[config.mk]
export PLATFORM = sky130hd
export DESIGN_NAME = fraction_accumulate_reduce_unit
export DESIGN_NICKNAME = d
export VERILOG_FILES = /design/src/hdl/fracr_pkg.sv /design/src/hdl/fraction_accumulate_reduce_unit.sv /design/src/hdl/fracr_ctrl.sv /design/src/hdl/fracr_dp.sv
export SDC_FILE = /design/constraint.sdc
export NUM_CORES = 2
export LEC_CHECK = 0
export ABC_AREA = 1
export BUFFER_PORTS_ARGS = -buffer_cell sky130_fd_sc_hd__buf_2
export CORE_AREA = 2 2 393 395
export CTS_CLUSTER_DIAMETER = 60
export DETAILED_ROUTE_END_ITERATION = 10
export DIE_AREA = 0 0 395 397
export PLACE_DENSITY = 0.47
export SLEW_MARGIN = 15
export SYNTH_ARGS = -nofsm -noshare
export SYNTH_HDL_FRONTEND = slang
export SYNTH_HIERARCHICAL = 1
export SYNTH_SLANG_ARGS = --single-unit
[constraint.sdc]
create_clock -name clk_i -period 16.6 [get_ports clk_i]
set_input_delay 1.66 -clock clk_i [delete_from_list [all_inputs] [get_ports clk_i]]
set_output_delay 1.66 -clock clk_i [all_outputs]
set_load 0.05 [all_outputs]
[src/hdl/fracr_pkg.sv]
package fracr_pkg;

  localparam int unsigned InWidthDef  = 16;
  localparam int unsigned AccWidthDef = 31;

  // s_axis_tuser bit positions
  localparam int unsigned UserStartBit  = 0;
  localparam int unsigned UserReduceBit = 1;
  localparam int unsigned InUserWidth   = 2;

  typedef struct packed {
    logic load;
    logic mul_step;
    logic chk;
    logic gcd_step;
    logic div_init;
    logic div_step;
    logic commit;
  } cmd_t;

  typedef struct packed {
    logic ovf;
    logic gcd_done;
  } sts_t;

endpackage

[src/hdl/fraction_accumulate_reduce_unit.sv]
// channel   dir  handshake               payload
// s_axis    in   s_axis_tvalid/tready    tdata: numerator, denominator; tuser: start, reduce
// m_axis    out  m_axis_tvalid/tready    tdata: sums, reducible, reduced terms; tuser: status
//
// One item at a time: an accept step, IN_WIDTH multiply steps, a check, a binary gcd
// loop, ACC_WIDTH divide steps and a commit; on overflow the gcd and divide steps are
// skipped. Only the gcd loop varies in length, with the operands.
// A new word is taken while the previous result waits on m_axis; the commit then
// stalls until the output register is free.
// Reset sets the accumulator to 0/1 and empties the output register.
module fraction_accumulate_reduce_unit #(
  parameter int unsigned IN_WIDTH  = fracr_pkg::InWidthDef,
  parameter int unsigned ACC_WIDTH = fracr_pkg::AccWidthDef,
  localparam int unsigned InDataW  = ((2 * IN_WIDTH + 7) / 8) * 8,
  localparam int unsigned OutDataW = ((4 * ACC_WIDTH + 1 + 7) / 8) * 8
) (
  input  logic                              clk_i,
  input  logic                              rst_ni,
  input  logic                              s_axis_tvalid,
  output logic                              s_axis_tready,
  // addend_numerator, addend_denominator, zero pad
  input  logic [InDataW-1:0]                s_axis_tdata,
  // start_req, reduce_after
  input  logic [fracr_pkg::InUserWidth-1:0] s_axis_tuser,
  output logic                              m_axis_tvalid,
  input  logic                              m_axis_tready,
  // sum_numerator, sum_denominator, reducible, reduced_numerator,
  // reduced_denominator, zero pad
  output logic [OutDataW-1:0]               m_axis_tdata,
  // status
  output logic                              m_axis_tuser
);

  fracr_pkg::cmd_t cmd;
  fracr_pkg::sts_t sts;

  fracr_ctrl #(
    .IN_WIDTH (IN_WIDTH),
    .ACC_WIDTH(ACC_WIDTH)
  ) u_ctrl (
    .clk_i      (clk_i),
    .rst_ni     (rst_ni),
    .in_valid_i (s_axis_tvalid),
    .in_ready_o (s_axis_tready),
    .out_valid_o(m_axis_tvalid),
    .out_ready_i(m_axis_tready),
    .sts_i      (sts),
    .cmd_o      (cmd)
  );

  fracr_dp #(
    .IN_WIDTH (IN_WIDTH),
    .ACC_WIDTH(ACC_WIDTH)
  ) u_dp (
    .clk_i     (clk_i),
    .rst_ni    (rst_ni),
    .cmd_i     (cmd),
    .sts_o     (sts),
    .in_data_i (s_axis_tdata),
    .in_user_i (s_axis_tuser),
    .out_data_o(m_axis_tdata),
    .out_user_o(m_axis_tuser)
  );

endmodule

[src/hdl/fracr_ctrl.sv]
module fracr_ctrl #(
  parameter int unsigned IN_WIDTH  = fracr_pkg::InWidthDef,
  parameter int unsigned ACC_WIDTH = fracr_pkg::AccWidthDef
) (
  input  logic             clk_i,
  input  logic             rst_ni,
  input  logic             in_valid_i,
  output logic             in_ready_o,
  output logic             out_valid_o,
  input  logic             out_ready_i,
  input  fracr_pkg::sts_t  sts_i,
  output fracr_pkg::cmd_t  cmd_o
);

  localparam int unsigned CntMax = (IN_WIDTH > ACC_WIDTH) ? IN_WIDTH : ACC_WIDTH;
  localparam int unsigned CW     = $clog2(CntMax);

  localparam logic [2:0] StIdle = 3'd0;
  localparam logic [2:0] StMul  = 3'd1;
  localparam logic [2:0] StChk  = 3'd2;
  localparam logic [2:0] StGcd  = 3'd3;
  localparam logic [2:0] StDiv  = 3'd4;
  localparam logic [2:0] StFin  = 3'd5;

  logic [2:0]    state_q, state_d;
  logic [CW-1:0] cnt_q, cnt_d;
  logic          out_vld_q, out_vld_d;
  logic          out_free;

  assign in_ready_o  = (state_q == StIdle);
  assign out_valid_o = out_vld_q;
  assign out_free    = !out_vld_q || out_ready_i;

  always_comb begin
    state_d   = state_q;
    cnt_d     = cnt_q;
    cmd_o     = '0;
    out_vld_d = out_vld_q && !out_ready_i;
    unique case (state_q)
      StIdle: begin
        if (in_valid_i) begin
          cmd_o.load = 1'b1;
          cnt_d      = '0;
          state_d    = StMul;
        end
      end
      StMul: begin
        cmd_o.mul_step = 1'b1;
        cnt_d          = cnt_q + CW'(1);
        if (cnt_q == CW'(IN_WIDTH - 1)) begin
          state_d = StChk;
        end
      end
      StChk: begin
        cmd_o.chk = 1'b1;
        state_d   = StGcd;
      end
      StGcd: begin
        if (sts_i.ovf) begin
          state_d = StFin;
        end else if (sts_i.gcd_done) begin
          cmd_o.div_init = 1'b1;
          cnt_d          = '0;
          state_d        = StDiv;
        end else begin
          cmd_o.gcd_step = 1'b1;
        end
      end
      StDiv: begin
        cmd_o.div_step = 1'b1;
        cnt_d          = cnt_q + CW'(1);
        if (cnt_q == CW'(ACC_WIDTH - 1)) begin
          state_d = StFin;
        end
      end
      StFin: begin
        if (out_free) begin
          cmd_o.commit = 1'b1;
          out_vld_d    = 1'b1;
          state_d      = StIdle;
        end
      end
      default: begin
        state_d = StIdle;
      end
    endcase
  end

  always_ff @(posedge clk_i or negedge rst_ni) begin
    if (!rst_ni) begin
      state_q   <= StIdle;
      cnt_q     <= '0;
      out_vld_q <= 1'b0;
    end else begin
      state_q   <= state_d;
      cnt_q     <= cnt_d;
      out_vld_q <= out_vld_d;
    end
  end

endmodule

[src/hdl/fracr_dp.sv]
module fracr_dp #(
  parameter int unsigned IN_WIDTH  = fracr_pkg::InWidthDef,
  parameter int unsigned ACC_WIDTH = fracr_pkg::AccWidthDef,
  localparam int unsigned InDataW  = ((2 * IN_WIDTH + 7) / 8) * 8,
  localparam int unsigned OutDataW = ((4 * ACC_WIDTH + 1 + 7) / 8) * 8
) (
  input  logic                             clk_i,
  input  logic                             rst_ni,
  input  fracr_pkg::cmd_t                  cmd_i,
  output fracr_pkg::sts_t                  sts_o,
  input  logic [InDataW-1:0]               in_data_i,
  input  logic [fracr_pkg::InUserWidth-1:0] in_user_i,
  output logic [OutDataW-1:0]              out_data_o,
  output logic                             out_user_o
);

  localparam int unsigned IW = IN_WIDTH;
  localparam int unsigned AW = ACC_WIDTH;
  localparam int unsigned PW = AW + IW;
  localparam int unsigned KW = $clog2(AW);

  // accumulator
  logic [AW-1:0] acc_num_q, acc_den_q;

  // captured item
  logic [IW-1:0] c_q, d_q;
  logic          load_q, red_q;

  // shift-add multipliers
  logic [IW-1:0] mc_q, md_q;
  logic [PW-1:0] pa_q, pb_q;
  logic [PW-1:0] ad_q, cb_q, bd_q;

  // sum and gcd
  logic [AW-1:0] num_q, den_q;
  logic          ovf_q;
  logic [AW-1:0] gx_q, gy_q;
  logic [KW-1:0] gk_q;

  // restoring dividers
  logic [AW-1:0] g_q;
  logic [AW-1:0] qn_q, qd_q, rn_q, rd_q;

  // output register
  logic [OutDataW-1:0] out_data_q;
  logic                out_user_q;

  logic [PW-1:0] c_ext, d_ext;
  logic [AW:0]   sum_w;
  logic          ovf_w;
  logic [AW-1:0] num_w, den_w;
  logic [AW-1:0] gxy, gshift, gval;
  logic [AW:0]   tn, td, tn_sub, td_sub;
  logic          bn, bd;
  logic          reducible;

  assign c_ext = PW'(in_data_i[IW-1:0]);
  assign d_ext = PW'(in_data_i[2*IW-1:IW]);

  always_comb begin
    if (load_q) begin
      num_w = AW'(PW'(c_q));
      den_w = AW'(PW'(d_q));
      ovf_w = (|(PW'(c_q) >> AW)) || (|(PW'(d_q) >> AW));
      sum_w = '0;
    end else begin
      sum_w = {1'b0, ad_q[AW-1:0]} + {1'b0, cb_q[AW-1:0]};
      num_w = sum_w[AW-1:0];
      den_w = bd_q[AW-1:0];
      ovf_w = (|ad_q[PW-1:AW]) || (|cb_q[PW-1:AW]) || (|bd_q[PW-1:AW]) || sum_w[AW];
    end
  end

  assign gxy    = gx_q | gy_q;
  assign gshift = gxy << gk_q;
  assign gval   = (gshift == '0) ? AW'(1) : gshift;

  assign tn     = {rn_q, qn_q[AW-1]};
  assign td     = {rd_q, qd_q[AW-1]};
  assign tn_sub = tn - {1'b0, g_q};
  assign td_sub = td - {1'b0, g_q};
  assign bn     = (tn >= {1'b0, g_q});
  assign bd     = (td >= {1'b0, g_q});

  assign reducible = (g_q > AW'(1));

  assign sts_o.ovf      = ovf_q;
  assign sts_o.gcd_done = (gx_q == '0) || (gy_q == '0);

  always_ff @(posedge clk_i or negedge rst_ni) begin
    if (!rst_ni) begin
      acc_num_q <= '0;
      acc_den_q <= AW'(1);
    end else if (cmd_i.commit && !ovf_q) begin
      if (red_q) begin
        acc_num_q <= qn_q;
        acc_den_q <= qd_q;
      end else begin
        acc_num_q <= num_q;
        acc_den_q <= den_q;
      end
    end
  end

  always_ff @(posedge clk_i) begin
    if (cmd_i.load) begin
      c_q    <= c_ext[IW-1:0];
      d_q    <= d_ext[IW-1:0];
      load_q <= in_user_i[fracr_pkg::UserStartBit];
      red_q  <= in_user_i[fracr_pkg::UserReduceBit];
      mc_q   <= c_ext[IW-1:0];
      md_q   <= d_ext[IW-1:0];
      pa_q   <= PW'(acc_num_q);
      pb_q   <= PW'(acc_den_q);
      ad_q   <= '0;
      cb_q   <= '0;
      bd_q   <= '0;
    end else if (cmd_i.mul_step) begin
      if (md_q[0]) begin
        ad_q <= ad_q + pa_q;
        bd_q <= bd_q + pb_q;
      end
      if (mc_q[0]) begin
        cb_q <= cb_q + pb_q;
      end
      pa_q <= pa_q << 1;
      pb_q <= pb_q << 1;
      mc_q <= mc_q >> 1;
      md_q <= md_q >> 1;
    end

    if (cmd_i.chk) begin
      num_q <= num_w;
      den_q <= den_w;
      ovf_q <= ovf_w;
      gx_q  <= num_w;
      gy_q  <= den_w;
      gk_q  <= '0;
    end else if (cmd_i.gcd_step) begin
      if (!gx_q[0] && !gy_q[0]) begin
        gx_q <= gx_q >> 1;
        gy_q <= gy_q >> 1;
        gk_q <= gk_q + KW'(1);
      end else if (!gx_q[0]) begin
        gx_q <= gx_q >> 1;
      end else if (!gy_q[0]) begin
        gy_q <= gy_q >> 1;
      end else if (gx_q >= gy_q) begin
        gx_q <= gx_q - gy_q;
      end else begin
        gy_q <= gy_q - gx_q;
      end
    end

    if (cmd_i.div_init) begin
      g_q  <= gval;
      qn_q <= num_q;
      qd_q <= den_q;
      rn_q <= '0;
      rd_q <= '0;
    end else if (cmd_i.div_step) begin
      rn_q <= bn ? tn_sub[AW-1:0] : tn[AW-1:0];
      rd_q <= bd ? td_sub[AW-1:0] : td[AW-1:0];
      qn_q <= {qn_q[AW-2:0], bn};
      qd_q <= {qd_q[AW-2:0], bd};
    end

    if (cmd_i.commit) begin
      if (ovf_q) begin
        out_data_q <= '0;
        out_user_q <= 1'b1;
      end else begin
        out_data_q <= OutDataW'({qd_q, qn_q, reducible, den_q, num_q});
        out_user_q <= 1'b0;
      end
    end
  end

  assign out_data_o = out_data_q;
  assign out_user_o = out_user_q;

endmodule

### Yosys cells after proc, flatten, opt, wreduce, memory -nomap -nowiden

Index checks and enable logic that the tools add are counted.

* add/subtract/negate cells: 10
* order comparisons: 4
* eq/ne operators: 17
* shift operators: 1
* mux-type cells: 55
* bitwise gates (word level): 1
* reduce and logical (&&, ||, !) cells: 34

Operators with widths (count)
* $mux 31: 26
* $add 47x47->47: 3
* $sub 31x31->31: 4
* $logic_not 31->1: 3
* $ge 32x31->1: 2
* $mux 16: 4
* $reduce_or 16->1: 3
* $add 31x31->32: 1
* $ge 31x31->1: 1
* $gt 31x1->1 const B: 1
* $or 31x31->31: 1
* $shl 31x5->31: 1
* $mux 3: 6
* $pmux 3 s6: 1
* $mux 5: 3
* $pmux 5 s3: 1
* $mux 1: 12
* $ne 4x4->1 const B: 3
* $add 5x1->5 const B: 2
* $reduce_and 2->1: 4
* $eq 3x2->1 const B: 2
* $eq 3x3->1 const B: 2
* $ne 2x1->1 const B: 3
* $ne 2x2->1 const B: 3
* other kinds (15): 30

* flip-flop bits (word level): 786
* logic and storage cells: 156

### Depth between registers and ports, before layout

* word-level depth: 7
* depth in mapped cells: 17
* gate-level depth less buffers: 16

### Cells and area by module

Netlist, hierarchy kept.

Modules (own cells, without submodules)
* fracr_dp: instances 1, cells an instance 7275, area an instance 52425.3 um2, sequential area each 20530.9 um2
* fracr_ctrl: instances 1, cells an instance 103, area an instance 690.7 um2, sequential area each 225.2 um2

### Worst setup path after synthesis

No wires, ideal clock.

* kind: input-to-reg
* from: in m_axis_tready
* to: reg u_dp.acc_den_q[10]
* library setup time: 0.133 ns
* arrival time: 8.120 ns
* data required time: 16.467 ns
* setup slack: 8.347 ns
* stages on the path: 9
* cell sequence: nor2_1 nor2_1 inv_1 nor2_1 clkbuf_1 clkbuf_1 o21ai_0 a21oi_1 a21oi_1

RTL lines
* start, declared: RTL line fraction_accumulate_reduce_unit.sv:26 `input logic m_axis_tready,`
* end signal, assigned: RTL line fracr_dp.sv:97 `acc_den_q <= qd_q;`
* end signal, assigned: RTL line fracr_dp.sv:100 `acc_den_q <= den_q;`
* end, declared: RTL line fracr_dp.sv:23 `logic [AW-1:0] acc_num_q, acc_den_q;`

==> flow_summary.yaml <==
worst_setup_path:
  cp_max_fo: 170
  cp_slowest_stage_delay_ps: 750
  critPathBufInv: 5
  worstSetupPathType: "primary input to register"
  end_kind: "register"
  critical_path_required_time_ps: 16970
  critical_path_s_top_delay_family: "buffers and inverters"
  cp_cell_sequence: "buf_2, inv_1, nor2_4, buf_12, inv_6, nand2_4, buf_4"
  cp_arrival_ps: 4590
  setup.worst_path.start_class: "primary input"
  crit_path_top_delay_cell: "sky130_fd_sc_hd__buf_4"
global_route:
  vias_in_the_first_global_route: 47200
  grt_first_pass_wirelength_mm: 299
  antenna_found_initial: 9
  grt_max_degree: 171
  gr_usage_total_pct: 25.2
  global_route_total_overflow: 0
clock_tree:
  max-clock-path-buffers: 3
  clkLatencyLatePin_ps: 760
  root_buffer_master: "sky130_fd_sc_hd__clkbuf_16"
  clock_sink_count: 783
  cts_htree_levels: 3
  hold_buffer_count_at_cts: 0
  cts_post_setup_buffers_inserted: 0
  tritoncts.num_buffers: 105
  cts-resized-gates: 0
  clkTransAtPathRegs_ps: 50
  cts_tree: "yes"
route:
  initialDrtViolationCount: 4413
  postRouteAntennaNets: 0
  remaining_design_rule_violation_count: 0
  post_drt_via_cell_ratio: 5.18
  postRouteWirelength_mm: 203
  routed-via-count: 49800
  avgRoutedWirePerCell_um: 21.1
  drt_pass1_iterations: 5
place:
  dp.final_hpwl_mm: 159
  io_buffers: 165
  dpl_cell_area_um2: 55900
  dpl.cell_count: 9404
  gp_congestion: 0.963
synthesis:
  syn_area_um2: 53100
  syn_inst: 7378
  postSynthRegisterBits: 783
  synth.yosys.seq_area_share_pct: 39.1
  yosys_most_used_dff: "sky130_fd_sc_hd__edfxtp_1"
  yosys_warnings: 6
  netlist-cell-type-count: 63
  synth_edf_count: 472
  postSynthAreaPerCell_um2: 7.20
  share_of_synthesized_flip_flops_with_an_asynchronous_set_or_reset_pct: 9.07
timing:
  period_share_pct: 25.4
  max_slew.worst_pin.slew_ps: 1190
  setup-tns-final_ps: 0
  timing.slew.headroom_pct: 20.7
  clock_skews_ps: 49.7
  grt_setup_unrepaired: "false"
  setup_viol: 0
  min_period_ps: 4220
  slew_violations: 0
  final_hold_viol_count: 0
  holdWs_ps: 468
  achievable-frequency_ghz: 0.237
pwr:
  power_frac_comb_pct: 54.8
  cell_internal_pwr_uw: 6310
  share_clk_of_total_power_pct: 18.1
  static-leakage-power_uw: 0.0275
  max-vdd-ir-drop_mv: 0.111
  netSwitchingPower_uw: 6470
  netSwitchingFraction_pct: 50.6
  power_density_nw_per_um2: 215
  seq_power_share_pct: 27.1
layout:
  synthToLayoutAreaGrowth_pct: 11.9
  mostFrequentLayoutCell: "sky130_fd_sc_hd__nand2_1"
  final_design_utilization_pct: 38.9
  area_occupied_by_multi_input_gates_um2: 27900
  layout-drive-gt1-share_pct: 7.14
  total_nets_final: 7841
  fillCellCount: 16200
  layoutNonFillerInstCount: 9605
  finalInstanceArea_um2: 59500
  sequential_cell_area_um2: 20800
  layout.cells.most_common_list: "sky130_fd_sc_hd__nand2_1, sky130_fd_sc_hd__nor2_1, sky130_fd_sc_hd__inv_1"
floorplanning:
  start_util_pct: 34.7
  core_area_um2: 153000
  chipWidth_um: 395
  io_pins: 169
  dieArea_um2: 157000
  rows: 144
  die-height_um: 397
worst_hold_path:
  holdCritPathClass: "register to register"
outcome:
  run_status: "complete, no violations"
job:
  max_cap_viol_count: 0
## layer usage
metal  GRT usage [%]  part of all wire (%)  up-vias
met3            2.79                   5.5      281
met2            39.2                    44     1493
met4            8.73                   3.4        4
met1            36.0                    47    23500
li1                -                     -    24500
met5               0                 0.013        -
## metrics by stage
| stage | setup WS, ps | total power [uW] |
|---|---|---|
| finish | 12380 | 12800 |
| global route | 12140 | 13800 |
| CTS | 12370 | 12800 |
| detailed placement | 11530 | 10400 |
| global placement | 11580 | 10400 |
| floorplan | 8350 | 8080 |
## worst paths after layout
kind,startpoint,end,slack [ps],cells past startpoint
setup / recovery,s_axis_tvalid,u_dp/pb_q[25],12380,7
hold / removal,u_dp/rn_q[20],u_dp/rn_q[20],470,2
setup reg to reg,u_dp/gy_q[22],u_dp/qd_q[24],12440,9
hold reg to reg,u_dp/rn_q[20],u_dp/rn_q[20],470,2
max in group asynchronous,rst_ni,u_dp/acc_num_q[25],14690,2
min in group asynchronous,rst_ni,u_dp/acc_den_q[28],800,1
## flip-flops by register name, summed over array words and instances, names as in the netlist, 47 cells and up
signal and flops:
u_dp/pb_q 47, u_dp/bd_q 47, u_dp/out_data_o 125, u_dp/cb_q 47, u_dp/pa_q 47, u_dp/ad_q 47
## area by class of cell
| class | count | area share (%) |
|---|---|---|
| multi-input cells | 5411 | 46.9 |
| flip-flops and latches | 783 | 34.9 |
| inverters | 964 | 6.12 |
| clock buffers | 129 | 4.67 |
| well taps | 2044 | 4.30 |
| repair buffers | 202 | 1.88 |
| clock inverters | 69 | 1.24 |
| diodes | 3 | 0.0126 |
## worst reg2reg max path: stages, from the launching register on
cell and delay (ps):
sky130_fd_sc_hd__edfxtp_1 440, sky130_fd_sc_hd__nor4_1 840, sky130_fd_sc_hd__nand4_1 200, sky130_fd_sc_hd__o22ai_1 440, sky130_fd_sc_hd__inv_1 140, sky130_fd_sc_hd__nor3_2 340, sky130_fd_sc_hd__nor2_4 30, sky130_fd_sc_hd__buf_4 340
sky130_fd_sc_hd__clkinv_2 140, sky130_fd_sc_hd__buf_4 730
## cells in the mapped netlist (all sizes together), types with 29 or more instances
master  number  area [um2]
dfxtp      240        4800
nand3b      30         238
nor4        36         262
xnor2       43         377
o21ai      603        3050
dfrtp       70        1750
nand3      496        2510
nor2      1000        3910
o211ai      32         240
o21bai      34         255
clkbuf     165         619
nor3        58         307
buf         57         322
or2         29         181
inv        960        3610
nand4       85         532
xor2        95         832
ha         328        4100
nand2     1824        7000
a21oi      612        3130
edfxtp     472       14200
## power groups by stage
stage / combinational [uW] / sequential (uW) / clock (uW)
after floorplan: 4760 / 3320 / 0
after global placement: 6920 / 3490 / 0
after detailed placement: 6930 / 3490 / 0
after CTS: 6970 / 3460 / 2370
after global routing: 7800 / 3520 / 2430
final: 7010 / 3470 / 2310
## kinds of logic after synthesis
| group | count (synthesis) | share of synthesized area [%] |
|---|---|---|
| DFF | 783 | 39.1 |
| AOI/OAI and AO/OA | 1369 | 13.8 |
| buffers and inverters | 1186 | 8.59 |
| xor gates and xnor gates | 138 | 2.28 |
| and+or+nand+nor | 3565 | 28.2 |
| other | 1 | 0.00706 |
| adders and majority gates | 336 | 8.03 |
Note: power is estimated with default switching activity, not from simulation.
